File: src/iic_pkg.sv
// shared constants, codes and the token type of the interval classifier chain
`default_nettype none
package iic_pkg;

   localparam int MAX_GROUPS = 256;
   localparam int IDX_W      = (MAX_GROUPS > 2) ? $clog2(MAX_GROUPS) : 1;
   localparam int CNT_W      = $clog2(MAX_GROUPS + 1);
   localparam int VAL_W      = 32;
   localparam int GRP_W      = 8;
   localparam int CMD_W      = 2;

   typedef enum logic [CMD_W-1:0] {
      CMD_CLEAR    = 2'd0,
      CMD_APPEND   = 2'd1,
      CMD_CLASSIFY = 2'd2
   } cmd_type;

   typedef enum logic [1:0] {
      TOK_IDLE     = 2'd0,
      TOK_APPEND   = 2'd1,
      TOK_CLASSIFY = 2'd2
   } kind_type;

   typedef struct packed {
      kind_type             kind;
      logic [VAL_W-1:0]     value;   // upper bound for append, value for classify
      logic [VAL_W-1:0]     lower;   // lower bound for append
      logic [IDX_W-1:0]     target;  // cell written by append
      logic [CNT_W-1:0]     count;   // groups present when classify entered
      logic                 found;
      logic [IDX_W-1:0]     match;
   } token_type;

endpackage
`default_nettype wire

File: src/iic_head.sv
// head of the chain: group count, running total and token injection
`default_nettype none
module iic_head (
   input  wire logic                      clock,
   input  wire logic                      reset,
   input  wire logic                      accept,
   input  wire logic [iic_pkg::CMD_W-1:0] command,
   input  wire logic [iic_pkg::VAL_W-1:0] operand,
   output iic_pkg::token_type             tok_out
);
   import iic_pkg::*;

   logic [CNT_W-1:0] count_ff, count_in;
   logic [VAL_W-1:0] total_ff, total_in;
   logic [VAL_W-1:0] sum;
   logic             full;

   assign sum  = total_ff + operand;
   assign full = (count_ff == CNT_W'(MAX_GROUPS));

   always_comb begin
      count_in       = count_ff;
      total_in       = total_ff;
      tok_out        = '0;
      tok_out.kind   = TOK_IDLE;
      tok_out.value  = operand;
      tok_out.lower  = total_ff;
      tok_out.target = count_ff[IDX_W-1:0];
      tok_out.count  = count_ff;
      if (accept) begin
         unique case (command)
            CMD_CLEAR: begin
               count_in = '0;
               total_in = '0;
            end
            CMD_APPEND: begin
               if (!full) begin
                  tok_out.kind  = TOK_APPEND;
                  tok_out.value = sum;
                  count_in      = count_ff + CNT_W'(1);
                  total_in      = sum;
               end
            end
            CMD_CLASSIFY: begin
               tok_out.kind = TOK_CLASSIFY;
            end
            default: begin
            end
         endcase
      end
   end

   always_ff @(posedge clock) begin
      if (reset) begin
         count_ff <= '0;
         total_ff <= '0;
      end else begin
         count_ff <= count_in;
         total_ff <= total_in;
      end
   end

endmodule
`default_nettype wire

File: config.mk
export PLATFORM = sky130hd
export DESIGN_NAME = iic_head
export DESIGN_NICKNAME = d
export VERILOG_FILES = /design/src/iic_pkg.sv /design/src/iic_head.sv
export SDC_FILE = /design/constraint.sdc
export NUM_CORES = 1
export LEC_CHECK = 0
export BUFFER_PORTS_ARGS = -buffer_cell sky130_fd_sc_hd__buf_2
export CORE_ASPECT_RATIO = 0.75
export CORE_MARGIN = 8
export CORE_UTILIZATION = 50
export CTS_CLUSTER_SIZE = 10
export DETAILED_ROUTE_END_ITERATION = 10
export PLACE_DENSITY = 0.87
export SYNTH_ARGS = -nofsm -noshare
export SYNTH_HDL_FRONTEND = slang
export SYNTH_SLANG_ARGS = --single-unit
File: constraint.sdc
create_clock -name clock -period 6.7 [get_ports clock]
set_input_delay 1.005 -clock clock [delete_from_list [all_inputs] [get_ports clock]]
set_output_delay 1.005 -clock clock [all_outputs]
set_load 0.05 [all_outputs]
==> results.sh <==
export IMPL_crit_arrival_ns=3.78
export IMPL_min_period_ns=4.781
export IMPL_vias_per_cell=5.660
export IMPL_layout_drive_gt1_share_pct=25.55
export IMPL_worstMarginPinSlew_ns=1.101
export IMPL_slew_headroom_pct=26.32
export IMPL_port_buffers=119
export IMPL_htreeDepth=2
export IMPL_grt_pass1_wl_mm=17.85
export IMPL_rr_worst_depth=11
export IMPL_track_usage_pct=20.46
export IMPL_netlist_area_leader_share_pct=22.42
export IMPL_ys_ff_latch=41
export IMPL_fillers=705
export IMPL_place_gp_congestion=0.9038
export IMPL_start_util_pct=50.64
export IMPL_cts_made_buffers=5
export IMPL_wl_per_cell_um=15.74
export IMPL_setup_violations=0
export IMPL_hold_path_class="reg2reg"
export IMPL_final_setup_skew_ns=0.009490
export IMPL_dp_cells=684
export IMPL_critPathKind="reg2out"
export IMPL_drv_cap=0
export IMPL_drtIter0Drc=305
export IMPL_power_density_nw_per_um2=162.9
export IMPL_yosysMostFrequentCell="nand2_1"
export IMPL_maxSlewViolCount=0
export IMPL_status="completed"
export IMPL_hold_viol=0
export IMPL_rows=27
export IMPL_max_vdd_ir_drop_uv=131.2
export IMPL_whs_path_depth=2
export IMPL_cts_root_buf="clkbuf_8"
export IMPL_reg2reg_from="count_ff[1]"
export IMPL_crit_path_start_kind="flop"
export IMPL_fin_crit_sh_pct=71.36
export IMPL_clock_path_buffers=2
export IMPL_ys_flop_type="dfxtp_1"
export IMPL_fin_tns_setup_ns=0
export IMPL_grt_remaining_overflow=0
export IMPL_antenna_found_initial=0
export IMPL_cts_repair_resize_count=0
export IMPL_synth_warnings=0
export IMPL_synth_async_reset_ratio_pct=0
export IMPL_ctsHoldBuffers=0
export IMPL_clkTransAtPathRegs_ns=0.09
export IMPL_cp_end_kind="output port"
export IMPL_netlist_instances=486
export IMPL_min_to="total_ff[29]"
export IMPL_grt_max_degree=37
export IMPL_p_leak_uw=0.002237
export IMPL_worst_ep_required_time_ns=5.69
export IMPL_io_pins=129
export IMPL_yosys_top_cells_area="dfxtp_1 (22%), nand2_1 (12%), ha_1 (11%), a21oi_1 (7.4%), xor2_1 (4.3%)"
export IMPL_reg2reg_to="total_ff[31]"
export IMPL_synth_cell_type_count=61
export IMPL_stdcell_count=692
export IMPL_yosysTopAreaCell="dfxtp_1"
export IMPL_cp_max_fo=36
export IMPL_synth_edff_count=0
export IMPL_coreArea_um2=7229
export IMPL_hp_start="total_ff[29]"
export IMPL_routed_wl_mm=10.89
export IMPL_numClockSinks=41
export IMPL_rrSetupSlack_ns=2.90
export IMPL_dieArea_um2=10340
export IMPL_rsz0062_at_grt="no"
export IMPL_synth_commonest_cells="nand2_1 (114), a21oi_1 (54), dfxtp_1 (41)"
export IMPL_grt_pass1_vias=3787
export IMPL_fin_area_um2=4363
export IMPL_ant_nets=0
export IMPL_fmax_mhz=209.2
export IMPL_clk_latency_ns=0.30
export IMPL_diodes=0
export IMPL_syn_to_final_growth_pct=19.17
export IMPL_nNetsFinal=661
export IMPL_die_h_um=90.11
export IMPL_drt_pass1_iterations=5
export IMPL_num_vias=3917
export IMPL_dp_final_hpwl_mm=8.513
export IMPL_cts_tree="yes"
export IMPL_cts_setup_buffers=0
export IMPL_postSynthAreaPerCell_um2=7.533
export IMPL_place_area_um2=4229
export IMPL_syn_area_um2=3661
export IMPL_die_w_um=114.8
export IMPL_yosysSeqAreaShare_pct=22.42
export IMPL_drc_errors=0
## through the flow
stage | hold WS (ns) | setup WS (ns) | total power (µW) | utilization, %
after CTS | 0.4758 | 1.904 | 716.4 | 60.35
final | 0.4701 | 1.919 | 710.5 | 60.35
after floorplan | 0.6795 | 2.022 | 423.2 | -
after detailed placement | 0.4641 | 2.103 | 470.4 | 58.50
after global routing | 0.4936 | 1.615 | 741.1 | 60.35
after global placement | 0.4583 | 2.181 | 467.6 | 58.50
## worst max-delay path, cell delays in order, from the launching register on
cell	delay, ns
dfxtp_1	0.45
inv_1	0.09
ha_1	0.18
nor4b_1	0.13
and4b_4	0.21
a211oi_4	0.38
nand3b_4	0.42
inv_1	0.90
nand3_1	0.14
a41o_1	0.24
nand3_1	0.06
buf_2	0.26
## flip-flops by register name, summed over array words and instances, names as in the netlist
signal,cells
count_ff,9
total_ff,32
## worst max-delay path by stage
stage                      startpoint     endpoint  slack (ns)  depth (start not counted)
after floorplan            operand[0]  tok_out[84]        2.02                          9
after global placement    operand[14]  tok_out[89]        2.18                         11
final                     count_ff[1]  tok_out[88]        1.92                         11
after global routing      count_ff[0]  tok_out[88]        1.61                         11
after CTS                 count_ff[0]  tok_out[88]        1.90                         11
after detailed placement       accept  tok_out[88]        2.10                          9
## cells by family (layout without fill, tap and decap cells)
group,count (synthesis),count (layout),share of synthesized area [%]
xor gates and xnor gates,33,33,7.895
and+or+nand+nor,177,177,22.01
AOI/OAI and AO/OA,147,147,27.24
other,1,9,0.1024
DFF,41,41,22.42
muxes,5,5,1.538
buffers and inverters,48,145,6.972
adders and majority gates,34,34,11.83
## report_power, final
group | total [µW] | internal [µW] | switching, µW | leakage (µW)
clock network | 243 | 148 | 95.2 | 0.0000681
logic | 216 | 58.7 | 157 | 0.00184
registers | 251 | 248 | 3.59 | 0.000331
total | 711 | 454 | 256 | 0.00224
## layout make-up
class / count / area, µm² / share of cell area, %
Timing Repair Buffer: 120 / 603.1 / 13.82
Sequential cell: 41 / 820.8 / 18.81
Clock buffer: 5 / 68.82 / 1.577
Clock inverter: 3 / 65.06 / 1.491
Tap cell: 101 / 126.4 / 2.896
Inverter: 17 / 63.81 / 1.463
Multi-Input combinational cell: 405 / 2615 / 59.94
## cells in the final DEF (no fill, tap or decap), types with 15 or more instances in the layout
master and n:
buf_2 119, nand2_1 114, a21oi_1 54, dfxtp_1 41, ha_1 33, nor2_1 20, o21ai_0 18, xor2_1 18
inv_1 17, xnor2_1 15
## metal layers
metal  track usage (%)  vias up  routed length [µm]
li1                  -     1912                   -
met1             27.00     1835                4950
met2             32.58      166                4867
met3             5.544        4                1019
met4             4.035        0                  55
met5                 0        -                   0
Note: power is estimated with default switching activity, not from simulation.
